**src/rtl/core/pcrc_pkg.sv**
```systemverilog
// ----------------------------------------------------------------------------
// pcrc_pkg
// Shared widths, codes and pipeline types for the point constraint checker.
// ----------------------------------------------------------------------------
`default_nettype none

package pcrc_pkg;

   // coordinate handling
   localparam int COORD_WIDTH = 32;            // used low bits of each coordinate
   localparam int FIELD_W     = 32;            // coordinate port width
   localparam int ABS_W       = COORD_WIDTH;   // |b - a| fits in coordinate width
   localparam int SQ_W        = 2 * ABS_W;     // one squared difference
   localparam int SUM_W       = SQ_W + 2;      // sum of three squares
   localparam int ROOT_W      = SUM_W / 2;     // floored square root
   localparam int REM_W       = ROOT_W + 1;    // root remainder, at most 2 * root

   // payload widths
   localparam int OP_W  = 2;
   localparam int TAG_W = 16;
   localparam int TGT_W = 32;
   localparam int RES_W = 34;

   // constraint kinds
   localparam logic [OP_W-1:0] OP_COINCIDENT = 2'd0;
   localparam logic [OP_W-1:0] OP_DISTANCE   = 2'd1;

   // fields that ride along the pipeline untouched
   typedef struct packed {
      logic [OP_W-1:0]  opcode;
      logic             present;
      logic [TAG_W-1:0] tag;
      logic [TGT_W-1:0] target;
   } side_type;

   // working set of one square root step
   typedef struct packed {
      logic [SUM_W-1:0]  rad;
      logic [REM_W-1:0]  rem;
      logic [ROOT_W-1:0] root;
   } sqrt_type;

endpackage

`default_nettype wire

```
**src/rtl/core/pcrc_isqrt_stage.sv**
```systemverilog
// ----------------------------------------------------------------------------
// pcrc_isqrt_stage
// One registered step of the digit-by-digit square root: one root bit.
// ----------------------------------------------------------------------------
`default_nettype none

module pcrc_isqrt_stage import pcrc_pkg::*; (
   input  wire logic     clock,
   input  wire logic     reset,
   input  wire logic     en,
   input  wire logic     in_valid,
   input  wire side_type in_side,
   input  wire sqrt_type in_work,
   output logic          out_valid,
   output side_type      out_side,
   output sqrt_type      out_work
);

   logic               valid_ff;
   side_type           side_ff;
   sqrt_type           work_ff, work_in;
   logic [REM_W+1:0]   trial;
   logic [REM_W+1:0]   test;
   logic [REM_W+1:0]   diff;
   logic               take;

   // bring down the next radicand pair and try root bit one
   assign trial = {in_work.rem, in_work.rad[SUM_W-1 -: 2]};
   assign test  = {1'b0, in_work.root, 2'b01};
   assign diff  = trial - test;
   assign take  = (trial >= test);

   always_comb begin
      work_in.rad  = {in_work.rad[SUM_W-3:0], 2'b00};
      work_in.rem  = take ? diff[REM_W-1:0] : trial[REM_W-1:0];
      work_in.root = {in_work.root[ROOT_W-2:0], take};
   end

   // valid bit
   always_ff @(posedge clock) begin
      if (reset) begin
         valid_ff <= 1'b0;
      end else if (en) begin
         valid_ff <= in_valid;
      end
   end

   // data
   always_ff @(posedge clock) begin
      if (en) begin
         side_ff <= in_side;
         work_ff <= work_in;
      end
   end

   assign out_valid = valid_ff;
   assign out_side  = side_ff;
   assign out_work  = work_ff;

endmodule

`default_nettype wire

```
**config.mk**
```make
export PLATFORM = sky130hd
export DESIGN_NAME = pcrc_isqrt_stage
export DESIGN_NICKNAME = d
export VERILOG_FILES = /design/src/rtl/core/pcrc_pkg.sv /design/src/rtl/core/pcrc_isqrt_stage.sv
export SDC_FILE = /design/constraint.sdc
export NUM_CORES = 1
export LEC_CHECK = 0
export BUFFER_PORTS_ARGS = -buffer_cell sky130_fd_sc_hd__buf_2
export CORE_MARGIN = 10
export CORE_UTILIZATION = 45
export DETAILED_ROUTE_END_ITERATION = 7
export PLACE_DENSITY = 0.78
export SYNTH_ARGS = -nofsm -noshare
export SYNTH_HDL_FRONTEND = slang
export SYNTH_SLANG_ARGS = --single-unit
```
**constraint.sdc**
```tcl
create_clock -name clock -period 5.8 [get_ports clock]
set_input_delay 1.16 -clock clock [delete_from_list [all_inputs] [get_ports clock]]
set_output_delay 1.16 -clock clock [all_outputs]
set_load 0.05 [all_outputs]
```
### Yosys cells after proc, flatten, opt, wreduce, memory -nomap -nowiden

Cells that the tools add are included.
Widths: inputs -> output; s select.

* flip-flop bits (word level): 183
* latch bits: 0
* bits in writable memories: 0
* memory bits (read-only): 0
* output and inout port bits: 185
* memories: 0

* add/sub/neg operators: 1
* $mul: 0
* div/mod/pow operators: 0
* $lt $le $gt $ge: 1
* equal/unequal tests: 0
* shift operators: 0
* muxes and demuxes: 1
* bitwise gates (word level): 0
* reductions and logical operators: 0

Operators by type and width (count)
* $ge 36x35->1: 1
* $mux 34: 1
* $sub 34x34->34: 1

### Longest topological paths before layout

* word-level depth: 2
* gate-level depth with buffers: 13
* mapped depth without buffers: 11

### Least setup slack after synthesis

Ideal clock, no wire load.

* path type: input -> register
* start: input in_work[11] (netlist bit)
* end: register work_ff (netlist bit out_work[57]), data pin
* library setup time: 0.260 ns
* arrival time: 3.269 ns
* required time: 5.540 ns
* path slack: 2.271 ns
* stages: 11
* cell sequence: inv_1 > ha_1 > clkbuf_1 > a21o_1 > a31oi_1 > o221ai_2 > a21o_1 > a211oi_4 > inv_2 > buf_4 > mux2_4

RTL lines
* start: declaration: line pcrc_isqrt_stage.sv:13 `input wire sqrt_type in_work,`
* end signal: assignment: line pcrc_isqrt_stage.sv:52 `work_ff <= work_in;`
* end: declaration: line pcrc_isqrt_stage.sv:21 `sqrt_type work_ff, work_in;`

==> results.txt <==
status: finished clean
most frequent cells in the layout: buf_2, edfxtp_1, nand2_1
CTS clk-pin slew, worst paths: 0.07 ns
async set or reset register ratio after synthesis: 0%
Max Cap Viol: 0
pin count of the biggest net entering global routing: 91
hold_buf cts: 0
Post-Synth XOR/XNOR Area: 2.91%
Worst Reg-to-Reg Cells: 2
fin area: 0.0105 mm2
Die H: 152 um
final net count: 1,162
Total GRT Usage: 21.3%
Mapped Cells: 561
drt via density: 5.07
Leakage: 4.64 nW
Sequential Power Share: 43.9%
Final ANT Viol Nets: 0
WP data arrival: 3.83 ns
hpwl dp: 21,000 um
share of cells above drive strength 1: 43.4%
Worst VDD drop: 192 uV
core area: 0.0172 mm2
Top FF cell, synth: edfxtp_1
nature of the critical path startpoint: input port
Internal: 2.41 mW
Slew headroom: 45.3%
CP max FO: 45
Comb pwr share: 25.6%
Final Critical Period: 3.64 ns
TritonCTS Sinks: 183
port buffer count: 370
die width: 152 um
CTS tree: done
Row Count: 48
Required @ worst endpoint: 5.99 ns
Layout Skew: 0 ns
drc violations: 0
Slew @ Worst Pin: 0.821 ns
DP Area: 0.00992 mm2
register area share after synthesis: 70.1%
final wirelength: 25,600 um
vias in the first global route: 5,895
antenna violations before repair: 1
hold depth: 2
wire per inst: 21.7 um
Resized cells post-CTS: 0
multiplexer share of the synthesized area: 0.655%
Clock power frac: 30.5%
Post-synth EDFFs: 182
die area: 0.0231 mm2
postcts setup bufs: 0
Crit. End Element: flop
number of top-level pins: 373
Post-Synth Adder-Cell Area: 5.59%
DR iter-0 viols: 443
library cells used by synthesis: 54
total power: 3.71 mW
PwrDens: 353 mW/mm2
TritonCTS Buffers: 17
setup repair after global routing missed its margin: false
flops & latches, synth: 183
Compound-Gate Fraction of Synth Area: 10.6%
Root Buffer: clkbuf_16
dpl cells: 1,145
drt pass-1 iters: 5
final hold viol count: 0
Hold WC Path Type: reg -> reg
Initial Util: 45.6%
Sw Ratio: 34.9%
DR vias: 5,981
CTS H-tree depth: 4
# setup viols final: 0
Longest Clk Path Bufs: 2
RD Place Congestion: 0.933
Max Fclk: 275 MHz
Synth Area in Simple Gates: 6.99%
largest family of logic cells by synthesized area: compound AO/OA/AOI/OAI gates
Netlist Area Pre-Place: 0.00783 mm2
area grow syn2layout: 34.3%
global-route wire length before repair: 37,300 um
Sw Pwr: 1.29 mW
gr ovfl total: 0
final std cells w/o fill: 1,179
Worst-Skew Late Latency: 0.42 ns
setup TNS: 0 ns
syn_area_per_cell: 14.0 um2
Final Cycle Share: 62.8%
commonest non-fill, non-tap cell in the layout: buf_2
Yosys warnings: 0
CP Class: in -> reg
Max Slew Vio Count: 0
## per-stage QoR
step / setup WS (ns) / utilization [%] / hold WS [ns]
5_1_grt: 1.93 / 61.2 / 0.600
4_1_cts: 2.15 / 61.2 / 0.529
2_1_floorplan: 2.27 / - / 0.733
6_report: 2.16 / 61.2 / 0.538
3_5_place_dp: 1.72 / 57.8 / 0.507
3_3_place_gp: 1.80 / 57.8 / 0.479
## critical path, cell delays in order
cell and delay [ns]:
buf_2 0.09, inv_1 0.04, ha_1 0.39, a21oi_1 0.22, o21ai_1 0.10, a31oi_1 0.21, o221ai_2 0.18, a21o_1 0.26
a211oi_4 0.44, buf_4 0.45, a211oi_1 0.09, a21o_1 0.17
## logic make-up after synthesis
kind of cell / count (synthesis)
XOR/XNOR: 26
other: 1
multiplexers: 4
flip-flops: 183
adder cells (fa/ha/maj): 35
AO/OA/AOI/OAI: 135
buffers and inverters: 61
AND/OR/NAND/NOR: 116
## power by group through the flow
stage | Sequential (mW) | Clock, mW | Combinational [mW]
after floorplan | 2.10 | 0 | 0.219
after global placement | 1.65 | 0 | 0.939
after detailed placement | 1.66 | 0 | 0.951
after CTS | 1.63 | 1.15 | 0.954
after global routing | 1.64 | 1.20 | 0.999
final | 1.63 | 1.13 | 0.948
## cell type report
class	instances	area [um2]
multi-input combinational	318	2100
clock buffer	18	429
tap	225	282
clock inverter	14	156
antenna	2	5.00
sequential	183	5490
inverter	46	173
timing repair buffer	373	1880
fill	1392	6670
## sequential cells by signal, summed over array words and instances, names as in the netlist
register,flops
out_side,51
out_valid,1
out_work,131
## metal layers
layer | global-route usage (%) | wire length [um] | vias to the layer above
li1 | - | - | 2867
met1 | 23.2 | 9390 | 2824
met2 | 38.9 | 13700 | 265
met3 | 7.06 | 2120 | 23
met4 | 5.04 | 390 | 2
met5 | 0 | 17 | -
## path summary, 6_finish.rpt
path,startpoint,endpoint,slack (ns)
max,in_work[9],out_work[40],2.16
min,out_valid,out_valid,0.54
max reg2reg,out_valid,out_valid,5.18
min reg2reg,out_valid,out_valid,0.54
## synthesized netlist by cell type, types with 8 or more instances
master    number  share of area [%]
nor2_1        24                1.2
ha_1          35                5.6
a21o_1         8               0.77
edfxtp_1     182                 70
a21oi_1       40                2.6
o21ai_0       43                2.7
nand2b_1       9               0.72
nand4_1       11               0.88
inv_1         45                2.2
xnor2_1       12                1.3
xor2_1        14                1.6
nand2_1       47                2.3
clkbuf_1       8               0.38
(Power assumes the default switching activity.)
