### src/rtl/core/pcrc_pkg.sv
// ----------------------------------------------------------------------------
// pcrc_pkg
// Shared widths, codes and pipeline types for the point constraint checker.
// ----------------------------------------------------------------------------
`default_nettype none

package pcrc_pkg;

   // coordinate handling
   localparam int COORD_WIDTH = 32;            // used low bits of each coordinate
   localparam int FIELD_W     = 32;            // coordinate port width
   localparam int ABS_W       = COORD_WIDTH;   // |b - a| fits in coordinate width
   localparam int SQ_W        = 2 * ABS_W;     // one squared difference
   localparam int SUM_W       = SQ_W + 2;      // sum of three squares
   localparam int ROOT_W      = SUM_W / 2;     // floored square root
   localparam int REM_W       = ROOT_W + 1;    // root remainder, at most 2 * root

   // payload widths
   localparam int OP_W  = 2;
   localparam int TAG_W = 16;
   localparam int TGT_W = 32;
   localparam int RES_W = 34;

   // constraint kinds
   localparam logic [OP_W-1:0] OP_COINCIDENT = 2'd0;
   localparam logic [OP_W-1:0] OP_DISTANCE   = 2'd1;

   // fields that ride along the pipeline untouched
   typedef struct packed {
      logic [OP_W-1:0]  opcode;
      logic             present;
      logic [TAG_W-1:0] tag;
      logic [TGT_W-1:0] target;
   } side_type;

   // working set of one square root step
   typedef struct packed {
      logic [SUM_W-1:0]  rad;
      logic [REM_W-1:0]  rem;
      logic [ROOT_W-1:0] root;
   } sqrt_type;

endpackage

`default_nettype wire

### src/rtl/core/pcrc_residual.sv
// ----------------------------------------------------------------------------
// pcrc_residual
// Residual select, then tolerance compare into the output register.
// ----------------------------------------------------------------------------
`default_nettype none

module pcrc_residual import pcrc_pkg::*; (
   input  wire logic              clock,
   input  wire logic              reset,
   input  wire logic              en,
   input  wire logic              in_valid,
   input  wire side_type          in_side,
   input  wire logic [ROOT_W-1:0] in_root,
   input  wire logic [RES_W-1:0]  tolerance,
   output logic                   out_valid,
   output logic [TAG_W-1:0]       out_tag,
   output logic [RES_W-1:0]       out_residual,
   output logic                   out_satisfied
);

   logic               rv_ff, ov_ff;
   logic [TAG_W-1:0]   rtag_ff, otag_ff;
   logic [RES_W-1:0]   res_ff, res_in;
   logic [RES_W-1:0]   ores_ff;
   logic               sat_ff, sat_in;
   logic [RES_W:0]     up;
   logic [RES_W:0]     down;

   // |root - target|, sign of one subtraction picks the other
   assign up   = (RES_W + 1)'(in_root) - (RES_W + 1)'(in_side.target);
   assign down = (RES_W + 1)'(in_side.target) - (RES_W + 1)'(in_root);

   always_comb begin
      res_in = '0;
      if (in_side.present) begin
         case (in_side.opcode)
            OP_COINCIDENT: res_in = RES_W'(in_root);
            OP_DISTANCE:   res_in = up[RES_W] ? down[RES_W-1:0] : up[RES_W-1:0];
            default:       res_in = '0;
         endcase
      end
   end

   // satisfied when strictly below tolerance
   assign sat_in = (res_ff < tolerance);

   // valid bits
   always_ff @(posedge clock) begin
      if (reset) begin
         rv_ff <= 1'b0;
         ov_ff <= 1'b0;
      end else if (en) begin
         rv_ff <= in_valid;
         ov_ff <= rv_ff;
      end
   end

   // data
   always_ff @(posedge clock) begin
      if (en) begin
         rtag_ff <= in_side.tag;
         res_ff  <= res_in;
         otag_ff <= rtag_ff;
         ores_ff <= res_ff;
         sat_ff  <= sat_in;
      end
   end

   assign out_valid     = ov_ff;
   assign out_tag       = otag_ff;
   assign out_residual  = ores_ff;
   assign out_satisfied = sat_ff;

endmodule

`default_nettype wire

### config.mk
export PLATFORM = sky130hd
export DESIGN_NAME = pcrc_residual
export DESIGN_NICKNAME = d
export VERILOG_FILES = /design/src/rtl/core/pcrc_pkg.sv /design/src/rtl/core/pcrc_residual.sv
export SDC_FILE = /design/constraint.sdc
export NUM_CORES = 1
export LEC_CHECK = 0
export BUFFER_PORTS_ARGS = -buffer_cell sky130_fd_sc_hd__buf_2
export CORE_MARGIN = 3
export CORE_UTILIZATION = 50
export CTS_BUF_LIST = sky130_fd_sc_hd__clkbuf_16
export DETAILED_ROUTE_END_ITERATION = 16
export PLACE_DENSITY = 0.78
export SLEW_MARGIN = 20
export SYNTH_ARGS = -nofsm -noshare
export SYNTH_HDL_FRONTEND = slang
export SYNTH_SLANG_ARGS = --single-unit
### constraint.sdc
create_clock -name clock -period 4.4 [get_ports clock]
set_input_delay 0.88 -clock clock [delete_from_list [all_inputs] [get_ports clock]]
set_output_delay 0.88 -clock clock [all_outputs]
set_load 0.03 [all_outputs]
Word-level counts from Yosys, hierarchy flattened
Index checks and enable logic that the tools add are counted.
- register bits after elaboration: 103
- input bits: 122
- add/subtract/negate cells: 2
- magnitude comparators: 1
- equal/unequal tests: 1
- muxes and demuxes: 2
- reductions and logical operators: 1
- operators by type and width (cell ; number):
    one-hot mux 34 bit (2 select lines) ; 1
    less-than comparator 34 bit ; 1
    2-to-1 mux 34 bit ; 1
    subtractor 32 x 33 -> 34 bit ; 1
    subtractor 33 x 32 -> 34 bit ; 1
    == test 2 x 1 -> 1 bit (second input constant) ; 1
    zero test 2 bit ; 1

Logic depth before layout (Yosys ltp)
- depth in word-level cells: 3
- gate-level depth with buffers: 15
- depth with buffers taken out: 14

Least setup slack after synthesis
OpenSTA, ideal clock, no wires.
- kind: input to register
- start: input port in_side[4] in the netlist's numbering
- end: register res_ff[27] (data pin)
- arrival: 3231 ps
- required time: 4139 ps
- path slack: 908 ps
- stages: 12
- path through: inv_1 ha_1 a211oi_2 nor2_1 nor4b_4 o21bai_1 o211a_1 or2_1 buf_6 a211oi_1 nor3_1 o311a_1
- cells in the longest elaborated chain, start to end: 3
- ends and longest elaborated chain (element ; line ; source):
    start: declaration ; pcrc_residual.sv:12 ; input wire side_type in_side,
    subtractor 33 x 32 -> 34 bit or subtractor 32 x 33 -> 34 bit (tied branches) ; pcrc_residual.sv:30, pcrc_residual.sv:31 ;
    2-to-1 mux 34 bit * ; pcrc_residual.sv:38 ; OP_DISTANCE: res_in = up[RES_W] ? down[RES_W-1:0] : up[RES_W-1:0];
    one-hot mux 34 bit (2 select lines) * ; pcrc_residual.sv:36 ; case (in_side.opcode)
    end signal: assignment ; pcrc_residual.sv:62 ; res_ff <= res_in;
    end: declaration ; pcrc_residual.sv:23 ; logic [RES_W-1:0] res_ff, res_in;
Every way passes the cells marked *; elsewhere a longest branch is shown, timed or not.
A chain may end at the register's enable or synchronous reset.

Final worst setup path
- start: input port in_side[14] in the netlist's numbering
- end: register res_ff[19] (data pin)
The elaborated chain is that of the path after synthesis.

==> flow_metrics.py <==
metrics = {
    "status": {
        "status": "finished clean",
    },
    "critical_path": {
        "crit_type": "input pin to flip-flop",
        "cp_slowest_cell": "ha_1",
        "crit_arrival_ns": 3.99,
        "cpPeakStageDelay_ns": 0.44,
        "cp.buffers_inverters": 3,
        "crit_required_ns": 4.54,
        "regToRegSetupSlack_ns": 2.03,
        "crit_chain": "buf_2 > inv_1 > ha_1 > a21oi_1 > o21ai_0 > a21o_1 > o21bai_1 > o211a_1 > or2_1 > buf_4 > o31ai_1 > nor3_1 > a2111oi_1",
        "path_max_fanout": 9,
        "path_delay_family": "compound AO/OA/AOI/OAI gates",
        "critPathCaptureType": "flip-flop",
        "start_kind": "input pin",
    },
    "synth": {
        "syn-num-nets": 1095,
        "synth-edff-count": 101,
        "seq_area_frac_synth_pct": 37.1,
        "ys_ff_latch": 103,
        "ys_types": 76,
        "synth_warnings": 0,
        "syn_area_um2": 8290,
        "ys.flop_type": "edfxtp_1",
        "synth_cells": 874,
        "async_flop_share_pct": 0,
        "syn_avg_cell_area_um2": 9.48,
    },
    "global_routing": {
        "grt_overflow": 0,
        "grt_max_degree": 67,
        "grt_pass1_wl_um": 32400,
        "grt_use_met3_pct": 3.91,
        "antenna_found_initial": 0,
        "met2_usage_pct": 35.7,
        "grtUsageTotal_pct": 22.2,
        "grt_busiest_layer": "met2",
        "gr-usage-met1_pct": 31.5,
        "grt_pass1_vias": 6443,
    },
    "layout": {
        "layout.cells.most_common_list": "172 x buf_2, 115 x inv_1, 101 x edfxtp_1",
        "syn_to_final_growth_pct": 14.6,
        "nNetsFinal": 1252,
        "drive_gt1_share_pct": 22.0,
        "final_common_cell": "buf_2",
        "antenna_cells": 0,
    },
    "placed_design": {
        "numPortBuffers": 173,
        "place_congestion": 0.954,
        "place_hpwl_um": 16200,
    },
    "sta": {
        "fin_crit_sh_pct": 87.6,
        "drv_slew": 0,
        "setup_viol": 0,
        "worst_pin_slew_ns": 0.800,
        "rsz0062_at_grt": "false",
        "fin_tns_setup_ns": 0,
        "finalHoldViolCount": 0,
        "finalClockSkew_ns": 0.00705,
        "timing.final.crit_period_ns": 3.85,
        "slew_headroom_pct": 46.6,
        "max_clock_freq_ghz": 0.260,
        "timing.hold.ws_ns": 0.419,
    },
    "clock_tree": {
        "insertion_delay_ns": 0.36,
        "cts.sinks": 103,
        "cts_hold_buffers": 0,
        "ctsRootBufferMaster": "clkbuf_16",
        "cts_tree": "built",
        "post_cts_buffers": 0,
        "cts.clk_slew.worst_paths_ns": 0.07,
        "htreeDepth": 3,
        "cts_buffers": 9,
        "clockBufferDepth": 2,
        "ctsResizeCount": 0,
    },
    "floorplanning": {
        "fp.dieH_um": 135,
        "ios": 174,
        "coreArea_um2": 16100,
        "die_area_um2": 18200,
        "die_x_um": 135,
        "rows": 46,
        "initial_core_util_pct": 51.6,
    },
    "pwr": {
        "leakagePower_nw": 4.50,
        "vdd_drop_max_mv": 0.176,
        "pwr_density_cell_nw_per_um2": 304,
    },
    "routing": {
        "wl_um": 20800,
        "vias": 7037,
        "firstDrtPassIters": 6,
        "avgViaCountPerCell": 5.62,
        "postRouteAntennaNets": 0,
        "drtIter0Drc": 686,
        "drc": 0,
        "post_drt_wl_per_cell_um": 16.6,
    },
    "flow_run": {
        "maxCapViolations": 0,
    },
    "worst_hold_path": {
        "hold_path_class": "flip-flop to flip-flop",
    },
}
[final timing paths]
path	from	endpoint	cells after the start
max reg2reg	res_ff[11]	out_satisfied	11
max	in_side[14]	res_ff[19]	13
min	rtag_ff[4]	out_tag[4]	0
min reg2reg	rtag_ff[4]	out_tag[4]	0
[state kept, by name, indices dropped and copies added, names as in the netlist]
register,cells
out_valid,1
rtag_ff,16
out_residual,34
out_satisfied,1
out_tag,16
rv_ff,1
res_ff,34
[worst register-to-register path: stages (launching register included)]
cell and delay, ns:
edfxtp_1 0.39, ha_1 0.33, a21o_1 0.16, a21oi_1 0.15, nor2b_1 0.06, o21ai_0 0.14
nand2b_1 0.07, a21oi_1 0.14, o21ai_0 0.17, o2bb2ai_1 0.17, a31o_2 0.23, o31ai_1 0.18
[metal layers]
metal	part of all wire (%)	up-vias
met5	0	-
met4	1.4	0
met3	7.9	28
met2	46	312
met1	45	3228
li1	-	3469
[synthesized netlist by cell type (all sizes together), types with 3 or more instances]
library cell    n  area (um2)
o21bai          9        67.6
ha             97        1210
buf            30         280
a311o           6        60.1
nor3           19        95.1
o211ai          7        52.6
nand4          13        81.3
or3            13        82.6
mux2i          20         200
inv           114         428
nand3          23         115
a21oi          73         365
o21ai          56         288
clkbuf         13        50.0
o21a            8        60.1
nor4            3        33.8
nand2          52         210
nand2b          6        37.5
o31ai           6        45.0
nor2           52         203
a31oi           8        50.1
o311ai          4        35.0
edfxtp        101        3030
and2            4        25.0
a211o           6        52.6
nor2b           7        43.8
a211oi         19         148
a21o           33         250
xnor2          15         131
or2             4        25.0
and3            6        37.5
xor2            4        35.0
[logic make-up after synthesis]
group | synth area share, %
AOI/OAI and AO/OA | 21.0
DFF | 37.1
buffers and inverters | 9.37
adders and majority gates | 15.1
xor gates and xnor gates | 2.01
muxes | 2.55
and+or+nand+nor | 12.9
[through the flow]
stage	utilization (%)	power (mW)	instance area [um2]	cells	setup slack, ns
after floorplan	-	1.88	8290	874	0.908
after global placement	57.4	2.12	9210	1236	0.239
after detailed placement	57.4	2.13	9210	1236	0.176
after CTS	59.1	2.90	9500	1252	0.553
after global routing	59.1	3.05	9500	1252	0.355
final	59.1	2.89	9500	1252	0.547
[final cells by class]
| class | count | area (um2) |
|---|---|---|
| Tap cell | 216 | 270 |
| Clock inverter | 7 | 58.8 |
| Clock buffer | 9 | 225 |
| Inverter | 114 | 428 |
| Fill cell | 1416 | 6560 |
| Sequential cell | 103 | 3070 |
| Timing Repair Buffer | 191 | 1000 |
| Multi-Input combinational cell | 612 | 4440 |
[power by group]
part	internal (mW)	switching (mW)
Sequential	1.17	0.0267
Combinational	0.358	0.566
Clock	0.392	0.378
Total	1.92	0.970
Note: power is estimated with default switching activity, not from simulation.
